File: src/rtl/ardma_pkg.sv
// Shared types and constants of the aux RAM DMA register block.
`timescale 1ns / 1ps
`default_nettype none
package ardma_pkg;

  // Access width codes
  localparam logic [1:0] WIDTH_BYTE = 2'd0;
  localparam logic [1:0] WIDTH_HALF = 2'd1;
  localparam logic [1:0] WIDTH_WORD = 2'd2;

  // Kind of result carried by the read stage
  localparam logic [1:0] KIND_WRITE     = 2'd0;
  localparam logic [1:0] KIND_HALF_READ = 2'd1;
  localparam logic [1:0] KIND_WORD_READ = 2'd2;
  localparam logic [1:0] KIND_BAD       = 2'd3;

  // Byte offsets within the block
  localparam logic [5:0] MODE_OFFSET   = 6'h16;
  localparam logic [5:0] CNT_HI_OFFSET = 6'h28;
  localparam logic [5:0] CNT_LO_OFFSET = 6'h2A;

  // Halfword slot of main-address high; six DMA halfwords follow in order
  localparam int DMA_SLOT_BASE = 16;
  localparam int DMA_SLOTS     = 6;

  localparam logic [31:0] MAIN_MASK  = 32'h01FF_FFFF;
  localparam logic [31:0] MAIN_LIMIT = 32'h0180_0000;
  localparam logic [31:0] LEN_MASK   = 32'h7FFF_FFFF;

  typedef struct packed {
    logic        start;
    logic        to_main;
    logic [24:0] main_offset;
    logic [23:0] aux_offset;
    logic [30:0] length;
    logic        range_error;
  } ardma_cmd_t;

endpackage
`default_nettype wire

File: src/rtl/ardma_ram.sv
// Generic single-port RAM with enabled, registered read.
`timescale 1ns / 1ps
`default_nettype none
module ardma_ram #(
  parameter int WIDTH = 16,
  parameter int DEPTH = 16
) (
  input  wire logic                     clk,
  input  wire logic                     we,
  input  wire logic                     re,
  input  wire logic [$clog2(DEPTH)-1:0] addr,
  input  wire logic [WIDTH-1:0]         wdata,
  output logic      [WIDTH-1:0]         rdata
);

  logic [WIDTH-1:0] mem [DEPTH];

  always_ff @(posedge clk) begin
    if (we) begin
      mem[addr] <= wdata;
    end
    if (re) begin
      rdata <= mem[addr];
    end
  end

endmodule
`default_nettype wire

File: src/rtl/ardma_cmd.sv
// Transfer command builder: masks addresses, checks ranges, splits the count.
`timescale 1ns / 1ps
`default_nettype none
module ardma_cmd #(
  parameter int AUX_ADDR_BITS = 24
) (
  input  wire logic [31:0]          main_addr,
  input  wire logic [31:0]          aux_addr,
  input  wire logic [31:0]          count,
  output ardma_pkg::ardma_cmd_t     cmd
);
  import ardma_pkg::*;

  localparam logic [31:0] AUX_SIZE = 32'(64'(1) << AUX_ADDR_BITS);
  localparam logic [31:0] AUX_MASK = AUX_SIZE - 32'd1;

  logic [31:0] len;
  logic [31:0] main_off;
  logic [31:0] aux_off;
  logic [31:0] main_end;
  logic [31:0] aux_end;
  logic        bad;

  always_comb begin
    len      = count & LEN_MASK;
    main_off = main_addr & MAIN_MASK;
    aux_off  = aux_addr & AUX_MASK;
    main_end = main_off + len;
    aux_end  = aux_off + len;
    bad      = (main_end > MAIN_LIMIT) || (aux_end > AUX_SIZE);
    cmd      = '0;
    // a zero length starts nothing and raises nothing
    if (len != 32'd0) begin
      cmd.start       = !bad;
      cmd.to_main     = count[31];
      cmd.main_offset = main_off[24:0];
      cmd.aux_offset  = aux_off[23:0];
      cmd.length      = len[30:0];
      cmd.range_error = bad;
    end
  end

endmodule
`default_nettype wire

File: src/rtl/aux_ram_dma_register_block_top.sv
// Top level: halfword register file with DMA command issue.
// A result passes through the read stage and then the output register.
// One word per cycle while out_ready does not stall the output; the register file sits in two RAM banks
// (even and odd halfwords) so a word access reads or writes both halves at once.
// Reset clears the per-halfword valid bits, the DMA register copies and the
// pipeline valids; unwritten halfwords read as zero, so no clearing pass runs.
`timescale 1ns / 1ps
`default_nettype none
module aux_ram_dma_register_block_top #(
  parameter int AUX_ADDR_BITS = 24,
  parameter int REG_COUNT     = 64
) (
  input  wire logic        clk,
  input  wire logic        rst,
  input  wire logic        in_valid,
  output logic             in_ready,
  input  wire logic        mode,
  input  wire logic [1:0]  access_width,
  input  wire logic [5:0]  reg_offset,
  input  wire logic [31:0] write_value,
  output logic             out_valid,
  input  wire logic        out_ready,
  output logic [31:0]      read_data,
  output logic             bad_access,
  output logic             dma_start,
  output logic             dma_to_main,
  output logic [24:0]      dma_main_offset,
  output logic [23:0]      dma_aux_offset,
  output logic [30:0]      dma_length,
  output logic             dma_range_error
);
  import ardma_pkg::*;

  // Offsets reach slot 32 at most, so only that many slots are ever used
  localparam int SLOTS      = (REG_COUNT < 33) ? REG_COUNT : 33;
  localparam int EVEN_DEPTH = (SLOTS + 1) / 2;
  localparam int ODD_DEPTH  = SLOTS / 2;
  localparam int EA_W       = $clog2(EVEN_DEPTH);
  localparam int OA_W       = $clog2(ODD_DEPTH);
  localparam int VI_W       = $clog2(SLOTS);

  logic             accept;
  logic             is_half;
  logic             is_word;
  logic             is_write;
  logic             is_read;
  logic [5:0]       slot_a;
  logic [5:0]       slot_b_raw;
  logic [5:0]       slot_b;
  logic             a_odd;
  logic [15:0]      data_a;
  logic [15:0]      data_b;

  logic             even_we, odd_we, even_re, odd_re;
  logic [EA_W-1:0]  even_addr;
  logic [OA_W-1:0]  odd_addr;
  logic [15:0]      even_wdata, odd_wdata, even_q, odd_q;

  logic [SLOTS-1:0] valid_bits;
  logic [15:0]      dma_regs [DMA_SLOTS];

  logic             s1_valid;
  logic [1:0]       s1_kind;
  logic             s1_a_odd;
  logic             s1_a_vld;
  logic             s1_b_vld;
  logic             s1_force;
  logic             s1_launch;
  logic             s1_move;

  logic [15:0]      hi_half, lo_half;
  logic [31:0]      read_next;
  ardma_cmd_t       cmd;

  always_comb begin
    is_half    = (access_width == WIDTH_HALF);
    is_word    = (access_width == WIDTH_WORD);
    is_write   = mode && (is_half || is_word);
    is_read    = !mode && (is_half || is_word);
    slot_a     = {1'b0, reg_offset[5:1]};
    slot_b_raw = slot_a + 6'd1;
    slot_b     = (slot_b_raw == 6'(REG_COUNT)) ? 6'd0 : slot_b_raw;
    a_odd      = slot_a[0];
    // a halfword write lands in slot a; a word puts its high half in a
    data_a     = is_half ? write_value[15:0] : write_value[31:16];
    data_b     = write_value[15:0];
  end

  assign s1_move  = s1_valid && (!out_valid || out_ready);
  assign in_ready = !s1_valid || s1_move;
  assign accept   = in_valid && in_ready;

  // Slot a and slot b fall in opposite banks, except when an odd REG_COUNT wraps slot b to 0
  always_comb begin
    even_addr  = a_odd ? slot_b[EA_W:1] : slot_a[EA_W:1];
    odd_addr   = a_odd ? slot_a[OA_W:1] : slot_b[OA_W:1];
    even_wdata = a_odd ? data_b : data_a;
    odd_wdata  = a_odd ? data_a : data_b;
    even_we    = accept && is_write && (is_word || !a_odd);
    odd_we     = accept && is_write && (is_word || a_odd);
    even_re    = accept && is_read && (is_word || !a_odd);
    odd_re     = accept && is_read && (is_word || a_odd);
  end

  ardma_ram #(
    .WIDTH (16),
    .DEPTH (EVEN_DEPTH)
  ) u_even_bank (
    .clk   (clk),
    .we    (even_we),
    .re    (even_re),
    .addr  (even_addr),
    .wdata (even_wdata),
    .rdata (even_q)
  );

  ardma_ram #(
    .WIDTH (16),
    .DEPTH (ODD_DEPTH)
  ) u_odd_bank (
    .clk   (clk),
    .we    (odd_we),
    .re    (odd_re),
    .addr  (odd_addr),
    .wdata (odd_wdata),
    .rdata (odd_q)
  );

  // Valid bits and the copies of the six DMA halfwords
  always_ff @(posedge clk) begin
    if (rst) begin
      valid_bits <= '0;
      for (int i = 0; i < DMA_SLOTS; i++) begin
        dma_regs[i] <= '0;
      end
    end else if (accept && is_write) begin
      valid_bits[slot_a[VI_W-1:0]] <= 1'b1;
      if (is_word) begin
        valid_bits[slot_b[VI_W-1:0]] <= 1'b1;
      end
      for (int i = 0; i < DMA_SLOTS; i++) begin
        if (slot_a == 6'(DMA_SLOT_BASE + i)) begin
          dma_regs[i] <= data_a;
        end else if (is_word && slot_b == 6'(DMA_SLOT_BASE + i)) begin
          dma_regs[i] <= data_b;
        end
      end
    end
  end

  // Read stage: RAM data arrives alongside the item
  always_ff @(posedge clk) begin
    if (rst) begin
      s1_valid <= 1'b0;
    end else if (accept) begin
      s1_valid <= 1'b1;
    end else if (s1_move) begin
      s1_valid <= 1'b0;
    end
  end

  always_ff @(posedge clk) begin
    if (accept) begin
      if (!(is_half || is_word)) begin
        s1_kind <= KIND_BAD;
      end else if (mode) begin
        s1_kind <= KIND_WRITE;
      end else if (is_half) begin
        s1_kind <= KIND_HALF_READ;
      end else begin
        s1_kind <= KIND_WORD_READ;
      end
      s1_a_odd  <= a_odd;
      s1_a_vld  <= valid_bits[slot_a[VI_W-1:0]];
      s1_b_vld  <= valid_bits[slot_b[VI_W-1:0]];
      s1_force  <= is_half && (reg_offset[5:1] == MODE_OFFSET[5:1]);
      s1_launch <= mode && ((is_half && reg_offset[5:1] == CNT_LO_OFFSET[5:1]) ||
                            (is_word && reg_offset == CNT_HI_OFFSET));
    end
  end

  ardma_cmd #(
    .AUX_ADDR_BITS (AUX_ADDR_BITS)
  ) u_cmd (
    .main_addr ({dma_regs[0], dma_regs[1]}),
    .aux_addr  ({dma_regs[2], dma_regs[3]}),
    .count     ({dma_regs[4], dma_regs[5]}),
    .cmd       (cmd)
  );

  always_comb begin
    hi_half = s1_a_odd ? odd_q : even_q;
    lo_half = s1_a_odd ? even_q : odd_q;
    // never-written halfwords read as zero
    if (!s1_a_vld) begin
      hi_half = '0;
    end
    if (!s1_b_vld) begin
      lo_half = '0;
    end
    case (s1_kind)
      KIND_HALF_READ: read_next = {16'd0, hi_half[15:1], hi_half[0] | s1_force};
      KIND_WORD_READ: read_next = {hi_half, lo_half};
      default:        read_next = '0;
    endcase
  end

  // Output register
  always_ff @(posedge clk) begin
    if (rst) begin
      out_valid <= 1'b0;
    end else if (s1_move) begin
      out_valid <= 1'b1;
    end else if (out_ready) begin
      out_valid <= 1'b0;
    end
  end

  always_ff @(posedge clk) begin
    if (s1_move) begin
      read_data       <= read_next;
      bad_access      <= (s1_kind == KIND_BAD);
      dma_start       <= s1_launch && cmd.start;
      dma_to_main     <= s1_launch && cmd.to_main;
      dma_main_offset <= s1_launch ? cmd.main_offset : '0;
      dma_aux_offset  <= s1_launch ? cmd.aux_offset : '0;
      dma_length      <= s1_launch ? cmd.length : '0;
      dma_range_error <= s1_launch && cmd.range_error;
    end
  end

endmodule
`default_nettype wire
File: config.mk
export PLATFORM = sky130hd
export DESIGN_NAME = aux_ram_dma_register_block_top
export DESIGN_NICKNAME = d
export VERILOG_FILES = /design/src/rtl/ardma_pkg.sv /design/src/rtl/ardma_ram.sv /design/src/rtl/ardma_cmd.sv /design/src/rtl/aux_ram_dma_register_block_top.sv
export SDC_FILE = /design/constraint.sdc
export NUM_CORES = 1
export LEC_CHECK = 0
export BUFFER_PORTS_ARGS = -buffer_cell sky130_fd_sc_hd__buf_2
export CAP_MARGIN = 20
export CORE_MARGIN = 2
export CORE_UTILIZATION = 31
export CTS_BUF_LIST = sky130_fd_sc_hd__clkbuf_16
export CTS_CLUSTER_SIZE = 25
export DETAILED_ROUTE_END_ITERATION = 8
export SLEW_MARGIN = 20
export SYNTH_ARGS = -nofsm -noshare
export SYNTH_HDL_FRONTEND = slang
export SYNTH_SLANG_ARGS = --single-unit
File: constraint.sdc
create_clock -name clk -period 8.4 [get_ports clk]
set_input_delay 1.68 -clock clk [delete_from_list [all_inputs] [get_ports clk]]
set_output_delay 1.68 -clock clk [all_outputs]
set_load 0.03 [all_outputs]
# After elaboration in Yosys (flattened, before gate mapping)

Memories as Yosys holds them, arrays and structs flattened. A register that Yosys moved wholly into a read port is not among the register bits.
Index checks and enable logic that the tools add are counted.
Widths: inputs -> output; s select.

Add/subtract/negate cells: 3
Muxes and demuxes: 99
Magnitude comparators: 6
Reductions and logical operators: 42
Bitwise operators: 15
Equal/unequal tests: 19

Operators by type and width:

| kind                 | number |
|---|---|
| $mux 16              | 19 |
| $mux 83              | 1 |
| $mux 1               | 68 |
| $gt 32x25->1 const B | 2 |
| $pmux 32 s2          | 1 |
| $eq 6x5->1 const B   | 6 |
| $mux 33              | 1 |
| $or 33x32->33        | 1 |
| $or 33x33->33        | 1 |
| $add 24x31->32       | 1 |
| $add 25x31->32       | 1 |
| $reduce_bool 32->1   | 1 |
| $eq 5x5->1 const B   | 6 |
| $logic_and 1x1->1    | 25 |
| $or 1x1->1           | 13 |
| $logic_or 1x1->1     | 7 |
| $lt 5x7->1 const B   | 1 |
| $lt 6x7->1 const B   | 1 |
| $add 5x1->6 const B  | 1 |
| $bmux 1 s6           | 1 |
| $demux 1 s6          | 1 |
| $eq 2x2->1 const B   | 3 |
| $eq 6x6->1 const B   | 1 |
| $ge 6x1->1 const B   | 1 |
| other kinds (13)     | 20 |

Memories: 3
Output and inout bits: 118
Bits in registers: 158
Bits in writable memories: 624
Word-level logic and storage cells: 204

Memories:

| name            | words | width | rd ports | clocked after Yosys merged registers in | write ports | RTL line                             | text |
|---|---|---|---|---|---|---|---|
| u_even_bank.mem | 17    | 16    | 1        | 1                                       | 1           | ardma_ram.sv:16                      | `logic [WIDTH-1:0] mem [DEPTH];` |
| u_odd_bank.mem  | 16    | 16    | 1        | 1                                       | 1           | ardma_ram.sv:16                      |  |
| dma_regs        | 6     | 16    | 6        | 0                                       | 6           | aux_ram_dma_register_block_top.sv:60 | `logic [15:0] dma_regs [DMA_SLOTS];` |

# Logic depth before layout (Yosys ltp)

Gate-level depths: netlist of the first run.

Depth in word-level cells: 11
Mapped depth: 12

# Modules after synthesis

From an unflattened synthesis of the first run, not the netlist that was laid out.

Cell total of the unflattened synthesis: 2619
Area, all modules: 37432.2 um^2

Modules (own cells, without submodules):

| module                         | area each (um^2) | instances | cells an instance |
|---|---|---|---|
| aux_ram_dma_register_block_top | 12216.7          | 1         | 964 |
| ardma_ram (u_even_bank)        | 11143.2          | 1         | 628 |
| ardma_ram (u_odd_bank)         | 10183.5          | 1         | 434 |
| ardma_cmd                      | 3888.7           | 1         | 593 |

# Worst setup path before layout of the first run

OpenSTA, ideal clock, no wires.

Kind: in2reg
Start point: in out_ready
End point: reg bad_access (enable)
Path buffers: 0
Setup time: 0.606 ns
Arrival time: 6.892 ns
Setup slack: 0.902 ns
Stages: 2
Cells stage by stage: nor2b_1 nor2b_1

Longest elaborated chain between the ends: 2

Ends and longest elaborated chain:

| element              | RTL line                              | text |
|---|---|---|
| from (decl)          | aux_ram_dma_register_block_top.sv:22  | `input wire logic out_ready,` |
| $logic_or 1x1->1     | aux_ram_dma_register_block_top.sv:89  | `assign s1_move = s1_valid && (!out_valid \|\| out_ready);` |
| $logic_and 1x1->1    | aux_ram_dma_register_block_top.sv:89  |  |
| net s1_move          | aux_ram_dma_register_block_top.sv:69  | `logic s1_move;` |
| to (signal assigned) | aux_ram_dma_register_block_top.sv:222 | `bad_access <= (s1_kind == KIND_BAD);` |
| to (decl)            | aux_ram_dma_register_block_top.sv:24  | `output logic bad_access,` |

The timed path passes the listed nets, and every way through them passes these cells.
A chain may end at the register's enable or synchronous reset.

# Worst setup path after layout of the first run

Start point: in reg_offset[1]
End point: reg u_odd_bank.rdata[8], read port of u_odd_bank.mem, data pin

Longest elaborated chain between the ends: 4

Ends and longest elaborated chain:

| element         | RTL line                             | text |
|---|---|---|
| from (decl)     | aux_ram_dma_register_block_top.sv:19 | `input wire logic [5:0] reg_offset,` |
| $add 5x1->6     | aux_ram_dma_register_block_top.sv:81 | `slot_b_raw = slot_a + 6'd1;` |
| $logic_not 6->1 | aux_ram_dma_register_block_top.sv:82 | `slot_b = (slot_b_raw == 6'(REG_COUNT)) ? 6'd0 : slot_b_raw;` |
| $mux 6          | aux_ram_dma_register_block_top.sv:82 |  |
| $mux 4          | aux_ram_dma_register_block_top.sv:96 | `odd_addr = a_odd ? slot_a[OA_W:1] : slot_b[OA_W:1];` |
| to (decl)       | ardma_ram.sv:13                      | `output logic [WIDTH-1:0] rdata` |

Parallel ways exist; a longest one is shown, timed or not.

==> summary.txt, run 1 <==
Floorplanning
  – I/O Pins: 163
  – Die X: 341 µm
  – Cell Rows: 123
  – Die area: 116000 µm²
  – Initial core utilization: 31.3%
  – Die Ht: 341 µm
  – Core box area: 113000 µm²

Clock network
  – Clock-pin slew on the worst setup and hold paths: 70 ps
  – Clk Latency, worst-skew pair: 650 ps
  – Number of CTS-inserted buffers: 81
  – Post-CTS Hold Fix Bufs: 0
  – CTS root buf: clkbuf_16
  – Post CTS Setup Buffer Count: 0
  – Deepest clock path buffer count: 3
  – Number of gates resized after CTS: 0
  – CTS tree: built
  – Clk sinks: 799
  – H-tree depth: 3

Place
  – Placed Cells: 3797
  – Area after DPL: 38000 µm²
  – Dpl hpwl: 69000 µm
  – IO buf count: 162
  – GPL Wtd Cong: 0.928
  – Dpl ws: 2350 ps

Global routing
  – Grt ovf: 0
  – Global-route wire length before repair: 149000 µm
  – Initial antenna violation count: 10
  – Largest net degree at the start of global routing: 79
  – Overall routing resource usage: 17.5%
  – Vias in the first global route: 21200

Timing
  – FMAX: 187 MHz
  – Clock Skew: 34.2 ps
  – Tightest Pin Transition: 1150 ps
  – Final hold violations: 0
  – RSZ-0062 raised after global routing: false
  – Final period utilization: 63.5%
  – Slew Viols, Final: 0
  – TNS Setup: 0 ps
  – Post-layout minimum cycle time: 5340 ps
  – Post-route worst setup slack: 3060 ps
  – Slew headroom: 23.2%
  – Finish-stage setup viols: 0
  – Hold Slack: 486 ps

Flow run
  – Max cap viols: 0

Critical path
  – Required @ worst endpoint: 8770 ps
  – Data arrival time of the critical path: 5710 ps
  – CP max stage cell: buf_4
  – Crit Path Max Fanout: 40
  – Slowest stage delay, CP: 700 ps
  – Setup Crit Path Kind: primary input to flip-flop
  – Critical path cell sequence: buf_2 > inv_1 > ha_4 > mux2i_4 > buf_4 > buf_4 > mux4_2 > mux4_2
  – R2r worst-path depth: 12
  – Startpoint types: primary input
  – Crit end category: flip-flop

Run status
  – Outcome: completed

Yosys
  – Syn Inst Count: 2214
  – Most common cell in the netlist: edfxtp_1
  – Avg Inst Size Synth: 15.9 µm²
  – Number of synthesized flops with an enable pin: 764
  – Synth area leaders: edfxtp_1 (65%), mux4_2 (9.8%), a22o_1 (2.4%)
  – Sequential share of the synthesized area: 67.1%
  – Synth cell types: 77
  – Synth top cells by count: edfxtp_1 (764), mux4_2 (153), nor2_1 (149), nand2_1 (111), a22o_1 (95)
  – Synthesis Warnings: 0
  – Top-area cell type share of the netlist area: 65.1%
  – Async SR Flop Fraction: 0%
  – Syn_nets: 2323
  – Synth Register Bits: 799
  – Primary FF master, synth: edfxtp_1
  – Most area-hungry cell type in the Yosys netlist: edfxtp_1
  – Synthesized area: 35200 µm²

Power
  – Maximum VDD drop: 0.142 mV
  – PwrDens: 225 nW/µm²
  – Design Power: 9.16 mW
  – Static leakage: 13.6 nW

Route
  – Drt total wl: 104000 µm
  – DRT antenna net count: 0
  – WL/cell: 26.4 µm
  – DR pass1 iterations: 7
  – Iteration-0 DRC count of the detailed router: 2431
  – DR vias/cell: 5.48
  – DR vias: 21600
  – # DRC: 0

Final layout
  – Finished Cell Area: 40800 µm²
  – Area Growth Syn to Fin: 15.7%
  – Final Util: 36.2%
  – Fill cell count: 10600
  – Multi-input logic area: 11200 µm²
  – Final cell count without fillers: 3948
  – Share of layout cells above drive strength 1: 23.3%
  – Register area: 23600 µm²
  – Nets@finish: 2491

Min path
  – Hold Crit Depth: 2
  – Worst Hold Class: flip-flop to flip-flop
==> worst max-delay path, delay by kind of cell <==
family	cells	cell delay (ps)
muxes	3	1290
buffers and inverters	4	2120
adders and majority gates	1	530
==> metal layers <==
metal / wire [µm] / vias to the layer above / GRT usage, %
met5: 21 / - / 0
met4: 2290 / 4 / 4.54
met3: 7380 / 156 / 2.81
met2: 50500 / 973 / 29.0
met1: 43900 / 11300 / 23.8
li1: - / 9232 / -
==> layout by cell type, fill, tap and decap left out, drive strengths merged, types with 7 or more instances in the layout <==
cell      Yosys  final
a211oi       12     12
a21o         18     18
a21oi        89     89
a221oi       31     31
a22o         95     95
a31oi        15     15
and2         89     89
and3         17     17
buf          47    223
bufinv        0     10
clkbuf       91     84
clkinv        0     24
clkinvlp      0      7
dfxtp        35     35
edfxtp      764    764
ha           62     62
inv          19     41
mux2         36     36
mux2i        55     55
mux4        153    153
nand2       111    111
nand3        32     32
nand4        26     26
nor2        149    149
nor3         36     36
nor4         17     17
o21ai        42     42
o221ai       16     16
o22a         15     15
xnor2        26     26
xor2         13     13
==> flip-flops by register name (all words and copies together), names as in the netlist, 2 cells and up <==
signal and flops:
s1_kind 2, dma_aux_offset 24, dma_main_offset 25, dma_regs 81, dma_length 31, u_odd_bank.rdata 16
u_odd_bank.mem 256, u_even_bank.mem 272, valid_bits 33, u_even_bank.rdata 16, read_data 32
==> cell families (layout without fill, tap and decap cells) <==
| family | count (synthesis) | in the layout | share of synthesized area (%) |
|---|---|---|---|
| flops | 799 | 799 | 67.1 |
| simple gates | 511 | 511 | 7.12 |
| compound gates | 400 | 400 | 8.31 |
| mux | 244 | 244 | 12.5 |
| buf+inv | 157 | 389 | 1.70 |
| fa+ha+maj | 64 | 64 | 2.31 |
| xor+xnor | 39 | 39 | 0.969 |
| other cells | 0 | 2 | 0 |
==> power breakdown <==
part / switching, mW / leakage (nW) / total [mW] / internal (mW)
logic: 0.616 / 4.97 / 0.955 / 0.339
clock network: 1.53 / 1.38 / 3.66 / 2.13
registers: 0.0654 / 7.25 / 4.54 / 4.48
total: 2.21 / 13.6 / 9.16 / 6.95
==> cell type report <==
| cell class | instances | area share (%) |
|---|---|---|
| Tap cell | 1500 | 4.60 |
| Multi-Input combinational cell | 1258 | 27.4 |
| Inverter | 19 | 0.175 |
| Timing Repair Buffer | 223 | 3.14 |
| Antenna cell | 2 | 0.0123 |
| Sequential cell | 799 | 58.0 |
| Clock inverter | 63 | 1.52 |
| Clock buffer | 84 | 5.16 |
==> path summary, 6_finish.rpt <==
path	start	endpoint	slack [ps]
hold / removal	valid_bits[32]$_SDFFE_PP0P_	valid_bits[32]$_SDFFE_PP0P_	490
hold reg to reg	valid_bits[32]$_SDFFE_PP0P_	valid_bits[32]$_SDFFE_PP0P_	490
setup reg to reg	dma_regs[5][0]$_DFFE_PP_	dma_range_error$_DFFE_PP_	3940
setup / recovery	reg_offset[1]	u_odd_bank.rdata[8]$_DFFE_PP_	3060
No activity file was read; power rests on OpenSTA's default activity.
==> run 2, diff against run 1 <==
==> constraint.sdc (replaced) <==
create_clock -name clk -period 4.8 [get_ports clk]
set_input_delay 0.96 -clock clk [delete_from_list [all_inputs] [get_ports clk]]
set_output_delay 0.96 -clock clk [all_outputs]
set_load 0.03 [all_outputs]
==> run 2 against run 1 <==
  * Flip-flop and latch count is the same
  * Clock power is 88% higher
  * Setup slack got worse by 2400 ps
  * Utilization increased by 0.52 points
  * Die area stayed put
  * Register-to-register slack got worse by 3300 ps
  * Critical path depth increased by 4
  * Critical path type is now flip-flop to flip-flop
  * Largest cell class unchanged
  * Largest power group unchanged
==> summary.txt, run 2 (same netlist as run 1, synthesis figures left out) <==
Run status
  – Outcome: completed (unchanged)

Global routing
  – Largest net degree at the start of global routing: 117 (was 79)
  – Initial antenna violation count: 6 (was 10)
  – Grt ovf: 0 (unchanged)
  – Met1 Use GR: 24.1% (was 23.8%)
  – Met2 Use GR: 27.8% (was 29.0%)
  – Routing usage on met3: 3.68% (was 2.81%)
  – Global-route wire length before repair: 150000 µm (was 149000 µm)
  – Overall routing resource usage: 17.6% (was 17.5%)
  – Gr busiest metal: met2 (unchanged)
  – Vias in the first global route: 21700 (was 21200)

Flow run
  – Max cap viols: 0 (unchanged)

Place
  – Placed Cells: 3833 (was 3797)
  – Dpl hpwl: 70200 µm (was 69000 µm)
  – GPL Wtd Cong: 0.936 (was 0.928)
  – IO buf count: 162 (unchanged)

Clock network
  – Post-CTS Hold Fix Bufs: 0 (unchanged)
  – CTS tree: built (unchanged)
  – Clk Latency, worst-skew pair: 660 ps (was 650 ps)
  – Number of gates resized after CTS: 0 (unchanged)
  – H-tree depth: 3 (unchanged)
  – Post CTS Setup Buffer Count: 0 (unchanged)
  – Number of CTS-inserted buffers: 84 (was 81)
  – Clk sinks: 799 (unchanged)
  – Deepest clock path buffer count: 3 (unchanged)
  – Clock-pin slew on the worst setup and hold paths: 60 ps (was 70 ps)
  – CTS root buf: clkbuf_16 (unchanged)

Route
  – # DRC: 0 (unchanged)
  – WL/cell: 26.1 µm (was 26.4 µm)
  – Iteration-0 DRC count of the detailed router: 2526 (was 2431)
  – DRT antenna net count: 0 (unchanged)
  – Drt total wl: 104000 µm (about the same)
  – DR vias: 21900 (was 21600)
  – DR pass1 iterations: 8 (was 7)
  – DR vias/cell: 5.50 (was 5.48)

Critical path
  – Crit Path Max Fanout: 4 (was 40)
  – Crit end category: flip-flop (unchanged)
  – Data arrival time of the critical path: 4550 ps (was 5710 ps)
  – Reg2reg start: dma_regs[5][0]$_DFFE_PP_ (unchanged)
  – Critical Path End: dma_range_error$_DFFE_PP_ (was u_odd_bank.rdata[8]$_DFFE_PP_)
  – R2R Setup Slk: 620 ps (was 3940 ps)
  – Reg2Reg Capture Point: dma_range_error$_DFFE_PP_ (unchanged)
  – Crit path from: dma_regs[5][0]$_DFFE_PP_ (was reg_offset[1])
  – R2r worst-path depth: 12 (unchanged)
  – Required @ worst endpoint: 5160 ps (was 8770 ps)
  – Startpoint types: flip-flop (was primary input)
  – Setup Crit Path Kind: flip-flop to flip-flop (was primary input to flip-flop)

Floorplanning
  – Core box area: 113000 µm² (unchanged)
  – Die area: 116000 µm² (unchanged)
  – Die X: 341 µm (unchanged)
  – Die Ht: 341 µm (unchanged)
  – Cell Rows: 123 (unchanged)
  – I/O Pins: 163 (unchanged)
  – Initial core utilization: 31.3% (unchanged)

Timing
  – Post-layout minimum cycle time: 4180 ps
  – RSZ-0062 raised after global routing: false (unchanged)
  – TNS Setup: 0 ps (unchanged)
  – Final hold violations: 0 (unchanged)
  – Slew Viols, Final: 0 (unchanged)
  – FMAX: 239 MHz
  – Clock Skew: 24.8 ps (was 34.2 ps)
  – Slew headroom: 23.1% (was 23.2%)
  – Finish-stage setup viols: 0 (unchanged)
  – Tightest Pin Transition: 1150 ps (about the same)
  – Final period utilization: 87.1%

Final layout
  – Most frequent cells in the layout: edfxtp_1 (764), buf_2 (162), mux4_2 (153) (unchanged)
  – Share of layout cells above drive strength 1: 24.9% (was 23.3%)
  – Nets@finish: 2528 (was 2491)
  – Final Util: 36.7% (was 36.2%)
  – Number of flip-flops in the largest register: 272 (unchanged)
  – Area Growth Syn to Fin: 17.4% (was 15.7%)
  – Final cell count without fillers: 3988 (was 3948)
  – Most common cell after layout, fill and taps aside: edfxtp_1 (unchanged)
  – ANT cells: 0 (was 2)
  – Largest reg by FF count: u_even_bank.mem (unchanged)
  – Largest regs: u_even_bank.mem (272), u_odd_bank.mem (256), dma_regs (81) (unchanged)

Power
  – PwrDens: 400 nW/µm² (was 225 nW/µm²)
  – Maximum VDD drop: 0.254 mV (was 0.142 mV)
  – Static leakage: 13.9 nW (was 13.6 nW)

Min path
  – Worst Hold Class: flip-flop to flip-flop (unchanged)
==> run 2: area by class of cell <==
cell class                      count  area [µm²]
Clock buffer                       86        2150
Clock inverter                     69         796
Fill cell                       10500       71300
Inverter                           19        71.3
Multi-Input combinational cell   1258       11200
Sequential cell                   799       23600
Tap cell                         1500        1880
Timing Repair Buffer              257        1650
==> run 2: per-layer routing <==
metal | up-vias | part of all wire (%)
met2 | 1067 | 46
met3 | 187 | 8.5
li1 | 9336 | -
met1 | 11300 | 42
met5 | - | 0.061
met4 | 10 | 3.1
==> run 2: how the worst min path moves through the flow <==
| stage | startpoint | end | slack (ps) | cells past startpoint |
|---|---|---|---|---|
| final | valid_bits[28]$_SDFFE_PP0P_ | valid_bits[28]$_SDFFE_PP0P_ | 500 | 2 |
| after detailed placement | valid_bits[28]$_SDFFE_PP0P_ | valid_bits[28]$_SDFFE_PP0P_ | 490 | 2 |
| after floorplan | valid_bits[32]$_SDFFE_PP0P_ | valid_bits[32]$_SDFFE_PP0P_ | 440 | 2 |
| after CTS | in_valid | s1_valid$_SDFFE_PP0P_ | 500 | 3 |
| after global routing | valid_bits[25]$_SDFFE_PP0P_ | valid_bits[25]$_SDFFE_PP0P_ | 530 | 2 |
| after global placement | valid_bits[32]$_SDFFE_PP0P_ | valid_bits[32]$_SDFFE_PP0P_ | 450 | 2 |
==> run 2: critical path, stage by stage, from the launching register on <==
cell	delay, ps
edfxtp_1	460
ha_1	270
fa_1	420
a21o_1	240
a221o_1	380
a21oi_1	350
o221ai_1	250
a41oi_1	370
xnor2_1	110
nor3_1	220
nand4bb_1	200
a2111oi_2	450
a31oi_1	160
==> run 2: report_power, final <==
part / leakage [nW] / total (mW) / switching, mW / internal, mW
clock network: 1.43 / 6.88 / 2.82 / 4.06
registers: 7.25 / 7.95 / 0.112 / 7.83
logic: 5.17 / 1.70 / 1.08 / 0.617
==> run 2: metrics by stage <==
stage / hold WS (ps) / setup WS, ps / cell area (µm²) / power (mW)
global placement: 453 / 674 / 38400 / 9.77
floorplan: 437 / 201 / 35200 / 9.17
CTS: 498 / 673 / 41300 / 16.7
finish: 502 / 618 / 41400 / 16.5
global route: 532 / 474 / 41400 / 17.0
detailed placement: 492 / 698 / 38400 / 9.78
